[config.mk]
export PLATFORM = sky130hd
export DESIGN_NAME = bsbz_queue
export DESIGN_NICKNAME = d
export VERILOG_FILES = /design/src/bsbz_pkg.sv /design/src/bsbz_queue.sv
export SDC_FILE = /design/constraint.sdc
export NUM_CORES = 1
export LEC_CHECK = 0
export BUFFER_PORTS_ARGS = -buffer_cell sky130_fd_sc_hd__clkbuf_2
export CORE_MARGIN = 2
export CORE_UTILIZATION = 51
export DETAILED_ROUTE_END_ITERATION = 8
export GPL_ROUTABILITY_DRIVEN = 0
export GPL_TIMING_DRIVEN = 0
export PLACE_DENSITY = 0.8
export SLEW_MARGIN = 20
export SYNTH_ARGS = -nofsm -noshare
export SYNTH_HDL_FRONTEND = slang
export SYNTH_SLANG_ARGS = --single-unit
[constraint.sdc]
create_clock -name clk -period 9.9 [get_ports clk]
set_input_delay 1.98 -clock clk [delete_from_list [all_inputs] [get_ports clk]]
set_output_delay 1.98 -clock clk [all_outputs]
set_load 0.02 [all_outputs]
[src/bsbz_pkg.sv]
// Shared types, constants and arithmetic helpers of the B-spline to Bezier converter.
// No dependencies; every other file refers to it by scoped names.
`default_nettype none

package bsbz_pkg;

    localparam int COORD_BITS = 32;
    localparam int AXES       = 3;

    // |2a+b| <= 3 * 2^(COORD_BITS-1) fits in COORD_BITS+1 bits
    localparam int MAG_BITS   = COORD_BITS + 1;
    // split point kept even so that 2^LO_BITS = 1 (mod 3)
    localparam int LO_BITS    = 2 * (MAG_BITS / 4);
    localparam int HI_BITS    = MAG_BITS - LO_BITS;
    localparam int SUM_BITS   = HI_BITS + 1;
    localparam int RSHIFT     = SUM_BITS + 1;
    localparam int RECIP_BITS = RSHIFT - 1;
    localparam int PROD_BITS  = SUM_BITS + RECIP_BITS;

    // floor(m/3) = hi*HI_RECIP + floor((hi+lo)/3)
    localparam logic [LO_BITS-1:0] HI_RECIP =
        LO_BITS'(((64'd1 << LO_BITS) - 64'd1) / 64'd3);
    // rounded-up reciprocal, exact for values below 2^SUM_BITS
    localparam logic [RECIP_BITS-1:0] LO_RECIP =
        RECIP_BITS'(((64'd1 << RSHIFT) / 64'd3) + 64'd1);

    localparam int QUEUE_DEPTH = 4;
    localparam int QPTR_BITS   = $clog2(QUEUE_DEPTH);
    localparam int QCNT_BITS   = $clog2(QUEUE_DEPTH + 1);
    localparam logic [QCNT_BITS-1:0] QCOUNT_FULL = QCNT_BITS'(QUEUE_DEPTH);

    localparam logic [2:0] SEEN_FIRST = 3'd3;
    localparam logic [2:0] SEEN_SAT   = 3'd4;

    // work kinds handed from front to back
    localparam logic [1:0] KIND_FIRST = 2'd0;
    localparam logic [1:0] KIND_MID   = 2'd1;
    localparam logic [1:0] KIND_LAST4 = 2'd2;
    localparam logic [1:0] KIND_LASTN = 2'd3;

    localparam logic [1:0] ROLE_JOIN   = 2'd0;
    localparam logic [1:0] ROLE_INNER1 = 2'd1;
    localparam logic [1:0] ROLE_INNER2 = 2'd2;

    typedef logic signed [COORD_BITS-1:0] coord_t;
    // index 0 = x, 1 = y, 2 = z
    typedef logic [AXES-1:0][COORD_BITS-1:0] vec_t;

    typedef struct packed {
        logic [1:0] kind;
        vec_t       h0;
        vec_t       h1;
        vec_t       h2;
        vec_t       cur;
    } entry_t;

    typedef struct packed {
        logic   push;
        entry_t entry;
    } qwr_t;

    typedef struct packed {
        logic   valid;
        entry_t entry;
    } qrd_t;

    typedef struct packed {
        logic                neg;
        logic [MAG_BITS-1:0] mag;
    } sm_t;

    typedef struct packed {
        logic [MAG_BITS-1:0] hi;
        logic [SUM_BITS-2:0] lo;
    } dp_t;

    // (a+b)/2 truncated toward zero
    function automatic coord_t avg2(input coord_t a, input coord_t b);
        logic signed [COORD_BITS:0] s;
        logic signed [COORD_BITS:0] t;
        s = (COORD_BITS+1)'(a) + (COORD_BITS+1)'(b);
        t = s + {{COORD_BITS{1'b0}}, s[COORD_BITS]};
        avg2 = t[COORD_BITS:1];
    endfunction

    // sign and magnitude of 2a+b
    function automatic sm_t sign_mag(input coord_t a, input coord_t b);
        logic signed [COORD_BITS+1:0] s;
        logic [COORD_BITS+1:0]        m;
        sm_t                          r;
        s = ((COORD_BITS+2)'(a) <<< 1) + (COORD_BITS+2)'(b);
        m = s[COORD_BITS+1] ? -s : s;
        r.neg = s[COORD_BITS+1];
        r.mag = m[MAG_BITS-1:0];
        sign_mag = r;
    endfunction

    // partial quotients of m/3
    function automatic dp_t div_parts(input logic [MAG_BITS-1:0] m);
        logic [HI_BITS-1:0]   h;
        logic [LO_BITS-1:0]   l;
        logic [SUM_BITS-1:0]  v;
        logic [PROD_BITS-1:0] lp;
        dp_t                  r;
        h = m[MAG_BITS-1:LO_BITS];
        l = m[LO_BITS-1:0];
        v = SUM_BITS'(h) + SUM_BITS'(l);
        r.hi = MAG_BITS'(h) * MAG_BITS'(HI_RECIP);
        lp = PROD_BITS'(v) * PROD_BITS'(LO_RECIP);
        r.lo = lp[PROD_BITS-1:RSHIFT];
        div_parts = r;
    endfunction

    // combine partial quotients and restore the sign
    function automatic coord_t div_finish(input logic neg, input dp_t d);
        logic [MAG_BITS-1:0] q;
        logic [MAG_BITS-1:0] r;
        q = d.hi + MAG_BITS'(d.lo);
        r = neg ? -q : q;
        div_finish = r[COORD_BITS-1:0];
    endfunction

endpackage

`default_nettype wire

[src/bsbz_queue.sv]
// Short FIFO of work entries between the front end and the back end.
// Depends on bsbz_pkg.
`default_nettype none

module bsbz_queue (
    input  logic              clk,
    input  logic              rst_n,
    input  bsbz_pkg::qwr_t    qwr,
    output logic              full,
    output bsbz_pkg::qrd_t    head,
    input  logic              pop
);

    bsbz_pkg::entry_t                  mem_reg [bsbz_pkg::QUEUE_DEPTH];
    logic [bsbz_pkg::QPTR_BITS-1:0]    wr_ptr_reg;
    logic [bsbz_pkg::QPTR_BITS-1:0]    wr_ptr_next;
    logic [bsbz_pkg::QPTR_BITS-1:0]    rd_ptr_reg;
    logic [bsbz_pkg::QPTR_BITS-1:0]    rd_ptr_next;
    logic [bsbz_pkg::QCNT_BITS-1:0]    count_reg;
    logic [bsbz_pkg::QCNT_BITS-1:0]    count_next;

    assign full       = (count_reg == bsbz_pkg::QCOUNT_FULL);
    assign head.valid = (count_reg != '0);
    assign head.entry = mem_reg[rd_ptr_reg];

    always_comb
    begin
        wr_ptr_next = qwr.push ? wr_ptr_reg + bsbz_pkg::QPTR_BITS'(1) : wr_ptr_reg;
        rd_ptr_next = pop ? rd_ptr_reg + bsbz_pkg::QPTR_BITS'(1) : rd_ptr_reg;
        count_next  = count_reg;
        if (qwr.push && !pop)
            count_next = count_reg + bsbz_pkg::QCNT_BITS'(1);
        else if (pop && !qwr.push)
            count_next = count_reg - bsbz_pkg::QCNT_BITS'(1);
    end

    always_ff @(posedge clk)
    begin
        if (qwr.push)
            mem_reg[wr_ptr_reg] <= qwr.entry;
    end

    always_ff @(posedge clk or negedge rst_n)
    begin
        if (!rst_n)
        begin
            wr_ptr_reg <= '0;
            rd_ptr_reg <= '0;
            count_reg  <= '0;
        end
        else
        begin
            wr_ptr_reg <= wr_ptr_next;
            rd_ptr_reg <= rd_ptr_next;
            count_reg  <= count_next;
        end
    end

endmodule

`default_nettype wire

==> results.py <==
metrics = {
    "outcome": {
        "outcome": "complete, no violations",
    },
    "floorplanning": {
        "coreArea_um2": 109000,
        "fp.dieW_um": 336,
        "ios": 778,
        "initial_utilization": 0.515,
        "die-area_um2": 113000,
        "die_y_um": 336,
        "rows": 121,
    },
    "timing": {
        "finalCriticalPeriod_ps": 5410,
        "maxSlewViolCount": 0,
        "relSlewSlack": 0.338,
        "rsz0062_at_grt": "false",
        "worstMarginPinSlew_ps": 993,
        "fin_hold_ws_ps": 517,
        "period_share": 0.546,
        "max_freq_mhz": 185,
        "hold_viol": 0,
        "setup_viol_count_final": 0,
        "skew_ps": 19.9,
    },
    "global_route": {
        "use_met2": 0.378,
        "overflow": 0,
        "busiest_layer": "met2",
        "track_usage": 0.224,
        "grt_pass1_vias": 27400,
        "use_met1": 0.257,
        "grt_pass1_wl_um": 182000,
        "use_met3": 0.0724,
        "antenna_found_initial": 40,
        "grt_max_degree": 49,
    },
    "cts": {
        "clk_pin_slew_ps": 60,
        "postCtsSetupBuffers": 0,
        "cts_buffers": 152,
        "cts-resized-gates": 0,
        "htreeDepth": 4,
        "cts_tree": "done",
        "cts_hold_buffers": 0,
        "cts.sinks": 1551,
        "cts-root-buf": "clkbuf_16",
        "clk_path_buf_depth": 3,
        "clock_latency_ps": 740,
    },
    "logic_synthesis": {
        "syn_area_um2": 56100,
        "synth.avg_cell_area_um2": 27.4,
        "async_reset_ff_frac": 0.00451,
        "synth_ff_type": "edfxtp_1",
        "ys_top_cells_by_count": "1544 x edfxtp_1, 386 x mux4_2, 41 x buf_2",
        "synth.distinct_cells": 18,
        "yosysMostFrequentCell": "edfxtp_1",
        "syn_inst": 2050,
        "syn_nets": 2446,
        "synth_area_leaders": "edfxtp_1 83%, mux4_2 15%, buf_6 0.74%",
        "synth_warnings": 0,
        "synth_edf_count": 1544,
        "synth_seq_area_share": 0.830,
        "yosys_register_bits": 1551,
        "synth_top_area_cell": "edfxtp_1",
        "netlist.area_leader.share": 0.826,
    },
    "route": {
        "ant_nets": 0,
        "routed_wl_um": 127000,
        "drtIter0Drc": 2249,
        "wl_per_cell_um": 27.8,
        "avgViaCountPerCell": 5.71,
        "drc": 0,
        "firstDrtPassIters": 5,
        "vias": 26200,
    },
    "setup_path": {
        "reg2reg_slack_ps": 6950,
        "critical_path_arrival_ps": 3430,
        "worst-r2r-cell-count": 7,
        "endpoint_kind": "output pin",
        "start_kind": "flop",
        "critical_path_class": "flop to output pin",
        "path_max_fanout": 11,
        "r2r-end": "mem_reg[0][203]",
        "worstPathRequired_ps": 7920,
        "worstReg2RegStart": "wr_ptr_reg[0]",
    },
    "pwr": {
        "power_density_nw_per_um2": 318,
        "leakage_nw": 23.1,
        "peakVddDrop_v": 0.000264,
    },
    "final_layout": {
        "fin_nets": 3412,
        "largest_register_ffs": 1544,
        "fin_util": 0.618,
        "fillers": 7088,
        "multi_input_comb_area_um2": 8900,
        "fin_cells": 4581,
        "area_growth_pct": 20.2,
        "drive_above_1_share": 0.471,
        "regArea_um2": 46500,
    },
    "placed_design": {
        "port_buffers": 777,
        "dp.cells": 4276,
        "dp_hpwl_um": 83400,
    },
    "worst_hold_path": {
        "holdCritStartpoint": "count_reg[2]",
        "hp-class": "flop to flop",
        "hold_end": "count_reg[2]",
        "holdPathStages": 1,
    },
    "run": {
        "maxCapViolations": 0,
    },
}
[cells in the final DEF (no fill, tap or decap), types with 28 or more instances in the layout]
master / count
clkbuf_1: 42
buf_2: 41
clkbuf_16: 154
mux4_2: 386
diode_2: 35
buf_6: 37
buf_16: 28
edfxtp_1: 1544
clkinv_1: 43
clkbuf_2: 777
[report_power, final]
part           internal, mW  switching [mW]
Combinational          2.75            4.44
Sequential             8.56           0.272
Clock                  3.02            2.35
[cells by family (layout without fill, tap and decap cells)]
group,Yosys count,in the layout,share of synthesized area
flip-flops,1551,1551,0.830
multiplexers,387,387,0.155
buffers and inverters,90,1172,0.0119
AND/OR/NAND/NOR,9,9,0.000892
adder cells (fa/ha/maj),6,6,0.00147
XOR/XNOR,6,6,0.000937
AO/OA/AOI/OAI,1,1,0.0000891
other,0,35,0
[worst max-delay path, stage by stage, from the launching register on]
cell      delay (ps)
dfrtp_1          320
buf_2            380
clkbuf_1         790
buf_2            560
mux4_2           420
clkbuf_2         200
[per-layer routing]
| metal | wire, um | share of wire |
|---|---|---|
| met1 | 43300 | 0.34 |
| met2 | 66600 | 0.52 |
| met3 | 11700 | 0.092 |
| met4 | 5770 | 0.045 |
| met5 | 103 | 0.00081 |
[worst max-delay path by stage]
stage | start | to
after floorplan | qwr[386] | mem_reg[3][0]
after global placement | qwr[386] | mem_reg[1][189]
after detailed placement | rd_ptr_reg[1] | head[73]
after CTS | rd_ptr_reg[1] | head[73]
after global routing | rd_ptr_reg[1] | head[73]
final | rd_ptr_reg[1] | head[73]
[metrics by stage]
step	setup WS, ps	TNS, ps	total power [mW]	cell area [um^2]
finish	4490	0	21.4	67400
global route	4330	0	22.2	67400
CTS	4310	0	21.6	67300
detailed placement	5160	0	16.2	62700
global placement	-950	-1279800	16.3	61800
floorplan	2740	0	13.7	56100
[cell type report]
class,count,share of cell area
sequential,1551,0.690
multi-input combinational,409,0.132
timing repair buffer,812,0.0712
clock buffer,188,0.0591
tap,1414,0.0262
clock inverter,82,0.00984
buffer,86,0.00967
antenna,35,0.00130
inverter,4,0.000223
Power figures use the tool's default switching activity.
