===== src/bsbz_pkg.sv =====
// Shared types, constants and arithmetic helpers of the B-spline to Bezier converter.
// No dependencies; every other file refers to it by scoped names.
`default_nettype none

package bsbz_pkg;

    localparam int COORD_BITS = 32;
    localparam int AXES       = 3;

    // |2a+b| <= 3 * 2^(COORD_BITS-1) fits in COORD_BITS+1 bits
    localparam int MAG_BITS   = COORD_BITS + 1;
    // split point kept even so that 2^LO_BITS = 1 (mod 3)
    localparam int LO_BITS    = 2 * (MAG_BITS / 4);
    localparam int HI_BITS    = MAG_BITS - LO_BITS;
    localparam int SUM_BITS   = HI_BITS + 1;
    localparam int RSHIFT     = SUM_BITS + 1;
    localparam int RECIP_BITS = RSHIFT - 1;
    localparam int PROD_BITS  = SUM_BITS + RECIP_BITS;

    // floor(m/3) = hi*HI_RECIP + floor((hi+lo)/3)
    localparam logic [LO_BITS-1:0] HI_RECIP =
        LO_BITS'(((64'd1 << LO_BITS) - 64'd1) / 64'd3);
    // rounded-up reciprocal, exact for values below 2^SUM_BITS
    localparam logic [RECIP_BITS-1:0] LO_RECIP =
        RECIP_BITS'(((64'd1 << RSHIFT) / 64'd3) + 64'd1);

    localparam int QUEUE_DEPTH = 4;
    localparam int QPTR_BITS   = $clog2(QUEUE_DEPTH);
    localparam int QCNT_BITS   = $clog2(QUEUE_DEPTH + 1);
    localparam logic [QCNT_BITS-1:0] QCOUNT_FULL = QCNT_BITS'(QUEUE_DEPTH);

    localparam logic [2:0] SEEN_FIRST = 3'd3;
    localparam logic [2:0] SEEN_SAT   = 3'd4;

    // work kinds handed from front to back
    localparam logic [1:0] KIND_FIRST = 2'd0;
    localparam logic [1:0] KIND_MID   = 2'd1;
    localparam logic [1:0] KIND_LAST4 = 2'd2;
    localparam logic [1:0] KIND_LASTN = 2'd3;

    localparam logic [1:0] ROLE_JOIN   = 2'd0;
    localparam logic [1:0] ROLE_INNER1 = 2'd1;
    localparam logic [1:0] ROLE_INNER2 = 2'd2;

    typedef logic signed [COORD_BITS-1:0] coord_t;
    // index 0 = x, 1 = y, 2 = z
    typedef logic [AXES-1:0][COORD_BITS-1:0] vec_t;

    typedef struct packed {
        logic [1:0] kind;
        vec_t       h0;
        vec_t       h1;
        vec_t       h2;
        vec_t       cur;
    } entry_t;

    typedef struct packed {
        logic   push;
        entry_t entry;
    } qwr_t;

    typedef struct packed {
        logic   valid;
        entry_t entry;
    } qrd_t;

    typedef struct packed {
        logic                neg;
        logic [MAG_BITS-1:0] mag;
    } sm_t;

    typedef struct packed {
        logic [MAG_BITS-1:0] hi;
        logic [SUM_BITS-2:0] lo;
    } dp_t;

    // (a+b)/2 truncated toward zero
    function automatic coord_t avg2(input coord_t a, input coord_t b);
        logic signed [COORD_BITS:0] s;
        logic signed [COORD_BITS:0] t;
        s = (COORD_BITS+1)'(a) + (COORD_BITS+1)'(b);
        t = s + {{COORD_BITS{1'b0}}, s[COORD_BITS]};
        avg2 = t[COORD_BITS:1];
    endfunction

    // sign and magnitude of 2a+b
    function automatic sm_t sign_mag(input coord_t a, input coord_t b);
        logic signed [COORD_BITS+1:0] s;
        logic [COORD_BITS+1:0]        m;
        sm_t                          r;
        s = ((COORD_BITS+2)'(a) <<< 1) + (COORD_BITS+2)'(b);
        m = s[COORD_BITS+1] ? -s : s;
        r.neg = s[COORD_BITS+1];
        r.mag = m[MAG_BITS-1:0];
        sign_mag = r;
    endfunction

    // partial quotients of m/3
    function automatic dp_t div_parts(input logic [MAG_BITS-1:0] m);
        logic [HI_BITS-1:0]   h;
        logic [LO_BITS-1:0]   l;
        logic [SUM_BITS-1:0]  v;
        logic [PROD_BITS-1:0] lp;
        dp_t                  r;
        h = m[MAG_BITS-1:LO_BITS];
        l = m[LO_BITS-1:0];
        v = SUM_BITS'(h) + SUM_BITS'(l);
        r.hi = MAG_BITS'(h) * MAG_BITS'(HI_RECIP);
        lp = PROD_BITS'(v) * PROD_BITS'(LO_RECIP);
        r.lo = lp[PROD_BITS-1:RSHIFT];
        div_parts = r;
    endfunction

    // combine partial quotients and restore the sign
    function automatic coord_t div_finish(input logic neg, input dp_t d);
        logic [MAG_BITS-1:0] q;
        logic [MAG_BITS-1:0] r;
        q = d.hi + MAG_BITS'(d.lo);
        r = neg ? -q : q;
        div_finish = r[COORD_BITS-1:0];
    endfunction

endpackage

`default_nettype wire


===== src/bsbz_if.sv =====
// Valid/ready channel interfaces for control points in and Bezier points out.
// Depends on bsbz_pkg for the coordinate width.
`default_nettype none

interface bsbz_in_if;
    logic                                  valid;
    logic                                  ready;
    logic signed [bsbz_pkg::COORD_BITS-1:0] pos_x;
    logic signed [bsbz_pkg::COORD_BITS-1:0] pos_y;
    logic signed [bsbz_pkg::COORD_BITS-1:0] pos_z;
    logic                                  final_point;

    modport source (output valid, pos_x, pos_y, pos_z, final_point, input ready);
    modport sink   (input valid, pos_x, pos_y, pos_z, final_point, output ready);
endinterface


`default_nettype wire


===== src/bsbz_front.sv =====
// Front end: takes control points, keeps the three-point history and point count,
// and classifies each point into a work entry for the queue. Depends on bsbz_pkg, bsbz_if.
`default_nettype none

module bsbz_front (
    input  logic              clk,
    input  logic              rst_n,
    bsbz_in_if.sink           ctrl_pts,
    input  logic              q_full,
    output bsbz_pkg::qwr_t    qwr
);

    bsbz_pkg::vec_t hist_reg [3];
    bsbz_pkg::vec_t hist_next [3];
    logic [2:0]     seen_reg;
    logic [2:0]     seen_next;
    bsbz_pkg::vec_t cur_pt;
    logic           accept;
    logic           last;

    assign ctrl_pts.ready = !q_full;
    assign accept = ctrl_pts.valid && ctrl_pts.ready;
    assign last   = ctrl_pts.final_point;

    always_comb
    begin
        cur_pt[0] = ctrl_pts.pos_x;
        cur_pt[1] = ctrl_pts.pos_y;
        cur_pt[2] = ctrl_pts.pos_z;
    end

    always_comb
    begin
        qwr.push        = accept && (seen_reg >= bsbz_pkg::SEEN_FIRST);
        qwr.entry.h0    = hist_reg[0];
        qwr.entry.h1    = hist_reg[1];
        qwr.entry.h2    = hist_reg[2];
        qwr.entry.cur   = cur_pt;
        if (last)
            qwr.entry.kind = (seen_reg == bsbz_pkg::SEEN_FIRST) ?
                             bsbz_pkg::KIND_LAST4 : bsbz_pkg::KIND_LASTN;
        else
            qwr.entry.kind = (seen_reg == bsbz_pkg::SEEN_FIRST) ?
                             bsbz_pkg::KIND_FIRST : bsbz_pkg::KIND_MID;
    end

    always_comb
    begin
        seen_next    = seen_reg;
        hist_next[0] = hist_reg[0];
        hist_next[1] = hist_reg[1];
        hist_next[2] = hist_reg[2];
        if (accept)
        begin
            if (last)
            begin
                seen_next    = '0;
                hist_next[0] = '0;
                hist_next[1] = '0;
                hist_next[2] = '0;
            end
            else
            begin
                if (seen_reg < bsbz_pkg::SEEN_SAT)
                    seen_next = seen_reg + 3'd1;
                hist_next[0] = hist_reg[1];
                hist_next[1] = hist_reg[2];
                hist_next[2] = cur_pt;
            end
        end
    end

    always_ff @(posedge clk or negedge rst_n)
    begin
        if (!rst_n)
        begin
            seen_reg    <= '0;
            hist_reg[0] <= '0;
            hist_reg[1] <= '0;
            hist_reg[2] <= '0;
        end
        else
        begin
            seen_reg    <= seen_next;
            hist_reg[0] <= hist_next[0];
            hist_reg[1] <= hist_next[1];
            hist_reg[2] <= hist_next[2];
        end
    end

endmodule

`default_nettype wire


===== src/flat_wrapper.sv =====
// flat-port wrapper written by rule: the top's interface ports become plain ports
module bsbz_front_flat 
  (clk, rst_n, q_full, qwr, ctrl_pts_valid, ctrl_pts_pos_x, ctrl_pts_pos_y, ctrl_pts_pos_z, ctrl_pts_final_point, ctrl_pts_ready);
  bsbz_in_if ctrl_pts_i ();
  input  logic clk;
  input  logic rst_n;
  input  logic q_full;
  output bsbz_pkg::qwr_t qwr;
  input wire logic [$bits(ctrl_pts_i.valid)-1:0] ctrl_pts_valid;
  input wire logic [$bits(ctrl_pts_i.pos_x)-1:0] ctrl_pts_pos_x;
  input wire logic [$bits(ctrl_pts_i.pos_y)-1:0] ctrl_pts_pos_y;
  input wire logic [$bits(ctrl_pts_i.pos_z)-1:0] ctrl_pts_pos_z;
  input wire logic [$bits(ctrl_pts_i.final_point)-1:0] ctrl_pts_final_point;
  output wire logic [$bits(ctrl_pts_i.ready)-1:0] ctrl_pts_ready;
  assign ctrl_pts_i.valid = ctrl_pts_valid;
  assign ctrl_pts_i.pos_x = ctrl_pts_pos_x;
  assign ctrl_pts_i.pos_y = ctrl_pts_pos_y;
  assign ctrl_pts_i.pos_z = ctrl_pts_pos_z;
  assign ctrl_pts_i.final_point = ctrl_pts_final_point;
  assign ctrl_pts_ready = ctrl_pts_i.ready;
  bsbz_front u_core (.clk(clk), .rst_n(rst_n), .ctrl_pts(ctrl_pts_i), .q_full(q_full), .qwr(qwr));
endmodule

===== config.mk =====
export PLATFORM = sky130hd
export DESIGN_NAME = bsbz_front_flat
export DESIGN_NICKNAME = d
export VERILOG_FILES = /design/src/bsbz_pkg.sv /design/src/bsbz_if.sv /design/src/bsbz_front.sv /design/src/flat_wrapper.sv
export SDC_FILE = /design/constraint.sdc
export NUM_CORES = 1
export LEC_CHECK = 0
export BUFFER_PORTS_ARGS = -buffer_cell sky130_fd_sc_hd__buf_2
export CORE_AREA = 5 5 190 192
export CTS_BUF_LIST = sky130_fd_sc_hd__clkbuf_2
export DETAILED_ROUTE_END_ITERATION = 8
export DIE_AREA = 0 0 195 197
export PLACE_DENSITY = 0.74
export SYNTH_ARGS = -nofsm -noshare
export SYNTH_HDL_FRONTEND = slang
export SYNTH_SLANG_ARGS = --single-unit

===== constraint.sdc =====
create_clock -name clk -period 1.6 [get_ports clk]
set_input_delay 0.08 -clock clk [delete_from_list [all_inputs] [get_ports clk]]
set_output_delay 0.08 -clock clk [all_outputs]
set_load 0.02 [all_outputs]

==> impl_metrics.tcl, run 1 <==
set metrics [dict create \
    status "finished, violations left" \
    violations "setup timing" \
    cts_root_buf "clkbuf_2" \
    reg2reg_from "u_core.qwr[112]" \
    worst_pin_slew_ns 0.430 \
    syn_inst 1365 \
    ys_ff_latch 291 \
    final_hold_viol_count 0 \
    critPathMaxFanout 4 \
    crit_type "reg -> out" \
    post_drt_via_cell_ratio 5.13 \
    crit_path_start_kind "flop" \
    gp_congestion 0.880 \
    grt_pass1_vias 16200 \
    drv_cap 0 \
    finalWorstSetupSlack_ns -0.515 \
    fin_cells 2875 \
    synth.cell_area_um2 12400 \
    cts_tree "built" \
    worstHoldEndpoint "u_core.seen_reg[0]" \
    antenna_left 0 \
    power_mw 20.5 \
    hold_class "in -> reg" \
    slew_viol_final 0 \
    drtPass1Iterations 7 \
    numPortBuffers 488 \
    whs_path_depth 3 \
    regToRegSetupSlack_ns 0.05 \
    grt-ovfl-total 0 \
    clkLatencyLatePin_ns 0.98 \
    min_period_ns 2.12 \
    antenna_found_initial 6 \
    peakVddDrop_uv 663 \
    post-dp-hpwl_mm 27.1 \
    rsz0062_at_grt "yes" \
    fp.dieW_um 195 \
    syn_to_final_growth_pct 80.0 \
    wl_mm 59.4 \
    clkTransAtPathRegs_ns 0.10 \
    fmax_mhz 473 \
    io_pins 489 \
    hp-start "ctrl_pts_final_point" \
    numCtsBuffers 76 \
    fin_skew_ns 0.0871 \
    seq_area_frac_synth_pct 58.6 \
    start_util_pct 36.4 \
    layout-drive-gt1-share_pct 40.1 \
    critical_path_arrival_ns 2.04 \
    drc 0 \
    dieHeight_um 197 \
    power_leakage_nw 11.2 \
    core_um2 34200 \
    worst_hold_slack_ns 0.0604 \
    synth_warnings 0 \
    grt_max_degree 61 \
    clockBufferDepth 3 \
    critPathRequiredTime_ns 1.52 \
    drt_iter0_drc 1198 \
    rows 68 \
    setup_violations 107 \
    fill_cells 2185 \
    vias 14800 \
    reg2reg_to "u_core.qwr[112]" \
    max-slew-margin-rel_pct 71.3 \
    layout_commonest_cell "nand2_1" \
    end_kind "output port" \
    min_period_over_period_pct 132 \
    htree_num_levels 3 \
    syn_avg_cell_area_um2 9.11 \
    ff2ff_path_depth 5 \
    largest_reg_flops 288 \
    grtUsageTotal_pct 29.7 \
    p_per_area_nw_per_um2 916 \
    final_cell_mix "nand2_1 (576), buf_4 (322), dlygate4sd3_1 (297), buf_6 (290), dfrtp_1 (283)" \
    synth_cell_types 20 \
    grt_pass1_wl_mm 90.0 \
    die-area_um2 38400 \
    dp.cells 2160 \
    synth_fp_nets 1468 \
    wl_per_cell_um 20.7 \
    cts_sinks 291 \
    layout.nets 2479 \
]
-- metal layers --
layer,share of wire (%),global-route usage [%]
met5,0,0
met4,8.8,24.4
met3,7.7,7.85
met2,51,51.3
met1,32,30.2
-- timing repair --
action                                  in CTS  in global routing
endpoints found under the setup margin     290                360
hold endpoints to repair                   582                112
gates cloned                                 0                  2
pin swaps                                    3                  8
setup buffers                              209                 84
gates resized for setup                    590                 25
hold buffers                               368                  1
-- critical path, cell delays in order, from the launching register on --
cell	delay, ns
dfrtp_1	0.44
inv_2	0.15
ha_4	0.16
inv_4	0.04
a31oi_4	0.19
buf_6	0.15
-- cells by family after synthesis --
logic type	synth area share [%]
AND/OR/NAND/NOR	17.6
AO/OA/AOI/OAI	12.0
flip-flops	58.6
buffers and inverters	11.6
adder cells (fa/ha/maj)	0.201
-- report_power, final --
part	switching [mW]	leakage, nW	internal, mW	total [mW]
clock network	3.34	0.496	2.18	5.52
logic	3.19	6.76	3.16	6.35
registers	0.634	3.91	7.99	8.62
total	7.16	11.2	13.3	20.5
-- cell type report --
cell class | instances | area (um^2) | area share (%)
clock buffer | 104 | 520 | 2.33
antenna | 6 | 15.0 | 0.0671
multi-input combinational | 877 | 3800 | 17.0
sequential | 291 | 7290 | 32.6
timing repair buffer | 1124 | 10000 | 44.7
timing repair inverter | 2 | 17.5 | 0.0783
tap | 455 | 569 | 2.54
inverter | 4 | 43.8 | 0.196
clock inverter | 12 | 126 | 0.565
-- through the flow --
step	setup WS, ns	util [%]	cell area (um^2)	setup TNS, ns
finish	-0.515	65.4	22400	-7.15
floorplan	0.326	-	12400	0
global placement	0.384	42.6	14600	0
global route	-0.634	65.4	22400	-28.77
CTS	-0.611	65.3	22300	-33.19
detailed placement	0.389	42.6	14600	0
-- cells in the mapped netlist, drive strengths merged --
cell	number	area share, %
nand2	577	17
o21ai	292	12
dfrtp	291	59
buf	158	10
clkbuf	35	1.3
inv	4	0.12
ha	2	0.20
a31oi	1	0.050
nand2b	1	0.11
nand4	1	0.050
nor2b	1	0.050
o21a	1	0.060
o41ai	1	0.13
-- worst max-delay path by stage --
stage                            start                 end  slack [ns]  cells past startpoint
floorplan           u_core.seen_reg[0]            qwr[386]        0.33                      4
global route        u_core.seen_reg[1]            qwr[386]       -0.63                      5
CTS                 u_core.seen_reg[1]            qwr[386]       -0.61                      5
finish              u_core.seen_reg[2]            qwr[386]       -0.52                      5
global placement    u_core.seen_reg[0]            qwr[386]        0.38                      5
detailed placement  u_core.seen_reg[0]  u_core.seen_reg[2]        0.39                      4
Note: power is estimated with default switching activity, not from simulation.
==> inputs of run 2 (changes only) <==
- CAP_MARGIN: default -> 20
- SETUP_SLACK_MARGIN: default -> 0.4
==> run 2 against run 1 <==
Net effect: the flow still finishes with violations (setup timing); flip-flop and latch count unchanged; maximum frequency up 1.6%; routed wire length up 0.72%; largest cell class unchanged; largest power group unchanged.
==> impl_metrics.tcl, run 2 (synthesized netlist as in run 1, its figures left out) <==
set metrics [dict create \
    status "finished, violations left" \
    violations "setup timing" \
    cts_root_buf "clkbuf_2" \
    reg2reg_from "u_core.seen_reg[0]" \
    slowest_stage "dfrtp_1" \
    stdcell_area_um2 22400 \
    pre_cts_slack_ns 0.366 \
    clkLatencyLatePin_ns 0.94 \
    core_um2 34200 \
    layout-drive-gt1-share_pct 41.1 \
    die-area_um2 38400 \
    setup_violations 24 \
    critPathMaxFanout 2 \
    post_drt_via_cell_ratio 5.19 \
    fill_cells 2222 \
    grtUsageTotal_pct 28.5 \
    critical_path_arrival_ns 2.00 \
    fmax_mhz 480 \
    final_cell_mix "nand2_1 (577), buf_4 (344), buf_6 (289), dfrtp_1 (287), o21ai_1 (274)" \
    power_mw 20.5 \
    worst_pin_slew_ns 0.479 \
    drv_cap 0 \
    startpoint "u_core.seen_reg[0]" \
    numCtsBuffers 79 \
    vias 15000 \
    place_area_um2 14700 \
    largest_reg_flops 288 \
    drtPass1Iterations 7 \
    finalWorstSetupSlack_ns -0.482 \
    multiInputGateArea_um2 3790 \
    fp.dieW_um 195 \
    slew_viol_final 0 \
    wl_per_cell_um 20.7 \
    cts_tree "built" \
    grt_pass1_wl_mm 86.5 \
    crit_type "reg -> out" \
    critPathRequiredTime_ns 1.52 \
    max-slew-margin-rel_pct 68.0 \
    path_cells "ha_2 > ha_4 > inv_4 > a31oi_4 > buf_6" \
    path_buf_inv 2 \
    peakVddDrop_uv 656 \
    dp.cells 2171 \
    grt_max_degree 69 \
    antenna_left 0 \
    cts_sinks 291 \
    power_leakage_nw 11.2 \
    slowest_delay_ns 0.43 \
    fin_setup_tns_ns -1.30 \
    io_pins 489 \
    rsz0062_at_grt "yes" \
    end_kind "output port" \
    dieHeight_um 197 \
    hold_class "in -> async" \
    start_util_pct 36.4 \
    seq_area_um2 7290 \
    crit_family "flip-flops" \
    htree_num_levels 3 \
    min_period_over_period_pct 130 \
    post-dp-hpwl_mm 27.5 \
    clockBufferDepth 3 \
    layout.nets 2484 \
    drt_iter0_drc 1190 \
    crit_path_start_kind "flop" \
    drc 0 \
    layout_commonest_cell "nand2_1" \
    regToRegSetupSlack_ns 0.44 \
    numPortBuffers 488 \
    antenna_found_initial 5 \
    fin_skew_ns 0.0991 \
    fin_cells 2889 \
    wl_mm 59.9 \
    gp_congestion 0.880 \
    rows 68 \
    clkTransAtPathRegs_ns 0.12 \
    p_per_area_nw_per_um2 915 \
    min_period_ns 2.08 \
    grt_pass1_vias 15600 \
    final_hold_viol_count 0 \
    grt-ovfl-total 0 \
    syn_to_final_growth_pct 79.9 \
]
[run 2: cell type report]
class                           instances  area share, %
Inverter                                4          0.134
Timing Repair Buffer                 1128           44.8
Multi-Input combinational cell        877           16.9
Clock buffer                          118           2.64
Tap cell                              455           2.54
Clock inverter                         13          0.352
Sequential cell                       291           32.6
Antenna cell                            3         0.0336
[run 2: repair_timing]
action	in CTS	in global routing
gates resized for setup	584	33
buffers inserted	211	94
hold buffers	284	1
endpoints found under the setup margin	291	371
pin swaps	3	7
hold endpoints to repair	582	120
[run 2: tightest hold or removal path: cells and delay by family]
kind | cells | cell delay, ns
buf+inv | 4 | 1.47
[run 2: metrics by stage]
step | utilization [%] | hold slack [ns]
detailed placement | 42.9 | -0.0531
floorplan | - | -0.216
global route | 65.4 | 0.173
CTS | 63.2 | 0.0476
global placement | 42.9 | -0.0525
finish | 65.4 | 0.253
[run 2: metal layers]
layer,vias to the layer above,global-route usage [%],wire (um)
li1,6347,-,-
met1,7146,29.4,19700
met2,1060,49.7,30100
met3,434,7.59,4760
met4,2,21.0,5330
met5,-,0,13
[run 2: final timing paths]
path,endpoint,cells past startpoint
worst max-delay path,qwr[386],5
worst min-delay path,u_core.qwr[287],4
worst max register to register,u_core.seen_reg[2],4
max in group asynchronous,u_core.qwr[169],5
min in group clk,u_core.qwr[158],6
worst min register to register,u_core.qwr[333],2
[run 2: where the power goes]
part	switching [mW]	internal [mW]	total [mW]
registers	0.624	7.99	8.61
clock network	3.45	2.09	5.53
logic	3.22	3.11	6.34
==> inputs of run 3 (changes only) <==
- ABC_AREA: default -> 1
- CORE_AREA: 5 5 190 192 -> 5 5 185 187
- DIE_AREA: 0 0 195 197 -> 0 0 190 192
- PLACE_DENSITY: 0.74 -> 0.77
- clock period: 1.6 -> 2.07 ns (I/O delays scaled with it)
==> run 3 against run 2 <==
Net effect: the flow still finishes with violations (setup timing); routed wire length fell by 15%; combinational power shrank 43%; hold slack worse by 0.19 ns; critical path depth unchanged; critical path type unchanged; critical endpoint unchanged; largest cell class is now flip-flops and latches.
==> impl_metrics.tcl, run 3 <==
set metrics [dict create \
    status "finished, violations left" \
    violations "setup timing" \
    drc 0 \
    layout-drive-gt1-share_pct 37.0 \
    ff2ff_path_depth 5 \
    start_util_pct 38.8 \
    worst_hold_slack_ns 0.0675 \
    final_hold_viol_count 0 \
    seq_area_frac_synth_pct 58.1 \
    drt_iter0_drc 1180 \
    layout_commonest_cell "nand2_1" \
    syn_inst 1373 \
    largest_reg_flops 288 \
    fin_skew_ns 0.0750 \
    worst_pin_slew_ns 0.585 \
    rows 66 \
    slew_viol_final 0 \
    cts_root_buf "clkbuf_2" \
    grt_max_degree 74 \
    layout.nets 2248 \
    gp_congestion 0.886 \
    ys_ff_latch 291 \
    antenna_left 0 \
    critPathRequiredTime_ns 1.97 \
    cts_tree "built" \
    dieHeight_um 192 \
    antenna_found_initial 3 \
    htree_num_levels 3 \
    p_per_area_nw_per_um2 747 \
    core_um2 32300 \
    drv_cap 0 \
    die-area_um2 36500 \
    clkLatencyLatePin_ns 0.90 \
    synth_ff_type "dfrtp_1" \
    synth_top_area_cell "dfrtp_1" \
    grtUsageTotal_pct 23.7 \
    post-dp-hpwl_mm 25.8 \
    synth.cell_area_um2 12500 \
    rsz0062_at_grt "yes" \
    synth_area_leaders "dfrtp_1 (58%), nand2_1 (17%), o21ai_0 (6.9%), buf_4 (6.2%), o21ai_1 (3.0%)" \
    whs_path_depth 4 \
    clkTransAtPathRegs_ns 0.11 \
    io_pins 489 \
    synth_cell_types 19 \
    syn_to_final_growth_pct 52.8 \
    synth_top_area_share_pct 58.1 \
    end_kind "output port" \
    wl_mm 50.9 \
    synth_warnings 0 \
    synth_edf_count 0 \
    yosysMostFrequentCell "nand2_1" \
    crit_type "reg -> out" \
    numCtsBuffers 78 \
    max-slew-margin-rel_pct 61.0 \
    peakVddDrop_uv 443 \
    numPortBuffers 488 \
    synthArstFlopShare_pct 100 \
    syn_avg_cell_area_um2 9.13 \
    critical_path_arrival_ns 2.05 \
    power_leakage_nw 9.76 \
    grt-ovfl-total 0 \
    cts_sinks 291 \
    synth_fp_nets 1476 \
    finalWorstSetupSlack_ns -0.0874 \
    min_period_ns 2.16 \
    fp.dieW_um 190 \
    clockBufferDepth 3 \
    synthTopCellsByCount "nand2_1 (575), dfrtp_1 (291), o21ai_0 (174), buf_4 (104), o21ai_1 (74)" \
    pre_cts_slack_ns 0.754 \
    grt_pass1_vias 12800 \
    fmax_mhz 464 \
    grt_pass1_wl_mm 69.4 \
    final_cell_mix "nand2_1 (575), buf_2 (410), dfrtp_1 (284), dlygate4sd3_1 (258), o21ai_0 (174)" \
    wl_per_cell_um 19.3 \
    crit_path_start_kind "flop" \
    critPathMaxFanout 2 \
    hold_class "in -> reg" \
    drtPass1Iterations 6 \
    vias 13600 \
    fin_setup_tns_ns -0.150 \
    post_drt_via_cell_ratio 5.16 \
    min_period_over_period_pct 104 \
    setup_violations 2 \
]
==> run 3: changes by cell type after synthesis, sizes merged, moves of 2 or more <==
| cell | change |
|---|---|
| nand2 | +9 |
| nor2 | +5 |
| o21ai | -4 |
| nand3 | +3 |
| buf | -2 |
| inv | +2 |
==> run 3: cells by family after synthesis <==
logic type | after synthesis | share of synthesized area, %
AO/OA/AOI/OAI | 289 | 12.7
AND/OR/NAND/NOR | 594 | 18.1
buffers and inverters | 197 | 10.9
adder cells (fa/ha/maj) | 2 | 0.199
flip-flops | 291 | 58.1
==> run 3: through the flow <==
step	power, mW	std cells	utilization [%]	instance area (um^2)
after global placement	9.19	2145	45.3	14600
after floorplan	8.22	1373	-	12500
final	14.3	2639	59.4	19200
after detailed placement	9.25	2145	45.3	14600
after CTS	13.6	2546	55.9	18000
after global routing	15.0	2639	59.4	19200
==> run 3: worst max-delay path, stage by stage, from the launching register on <==
cell and delay (ns):
dfrtp_1 0.45, ha_2 0.22, ha_4 0.17, nor2_4 0.09
a21oi_2 0.06, buf_6 0.16
==> run 3: what timing repair did <==
action / in CTS / in global routing
pin swaps: 0 / 1
buffers inserted: 15 / 86
setup endpoints to repair: 17 / 122
resized for setup: 22 / 148
cloned: 0 / 2
hold endpoints to repair: 535 / 49
hold buffers: 257 / 3
==> run 3: cell type report <==
cell class | instances | area [um^2]
inverters | 6 | 48.8
repair buffers | 881 | 6660
flip-flops and latches | 291 | 7290
multi-input cells | 885 | 3920
diodes | 3 | 7.51
clock inverters | 13 | 88.8
repair inverters | 2 | 17.5
fillers | 2409 | 13100
clock buffers | 116 | 581
well taps | 442 | 553
==> run 3: path summary, 6_finish.rpt <==
path | startpoint | slack, ns | end
max in group asynchronous | rst_n | 0.80 | u_core.qwr[107]
worst min-delay path | ctrl_pts_pos_x[15] | 0.07 | u_core.qwr[111]
min in group asynchronous | rst_n | 0.39 | u_core.qwr[362]
worst max register to register | u_core.seen_reg[2] | 0.48 | u_core.seen_reg[1]
worst min register to register | u_core.qwr[303] | 0.48 | u_core.qwr[303]
worst max-delay path | u_core.seen_reg[0] | -0.09 | qwr[386]
==> run 3: power by group <==
| part | total [mW] | leakage (nW) | internal, mW | switching [mW] |
|---|---|---|---|---|
| Clock | 4.06 | 0.517 | 1.59 | 2.46 |
| Sequential | 6.61 | 3.91 | 6.16 | 0.451 |
| Combinational | 3.64 | 5.33 | 1.52 | 2.12 |
==> run 3: per-layer routing <==
layer / global-route usage (%) / vias up / part of all wire, %
li1: - / 5897 / -
met1: 27.2 / 6472 / 35
met2: 40.4 / 921 / 49
met4: 13.7 / 0 / 7.7
met5: 0 / - / 0
met3: 6.20 / 323 / 8.3
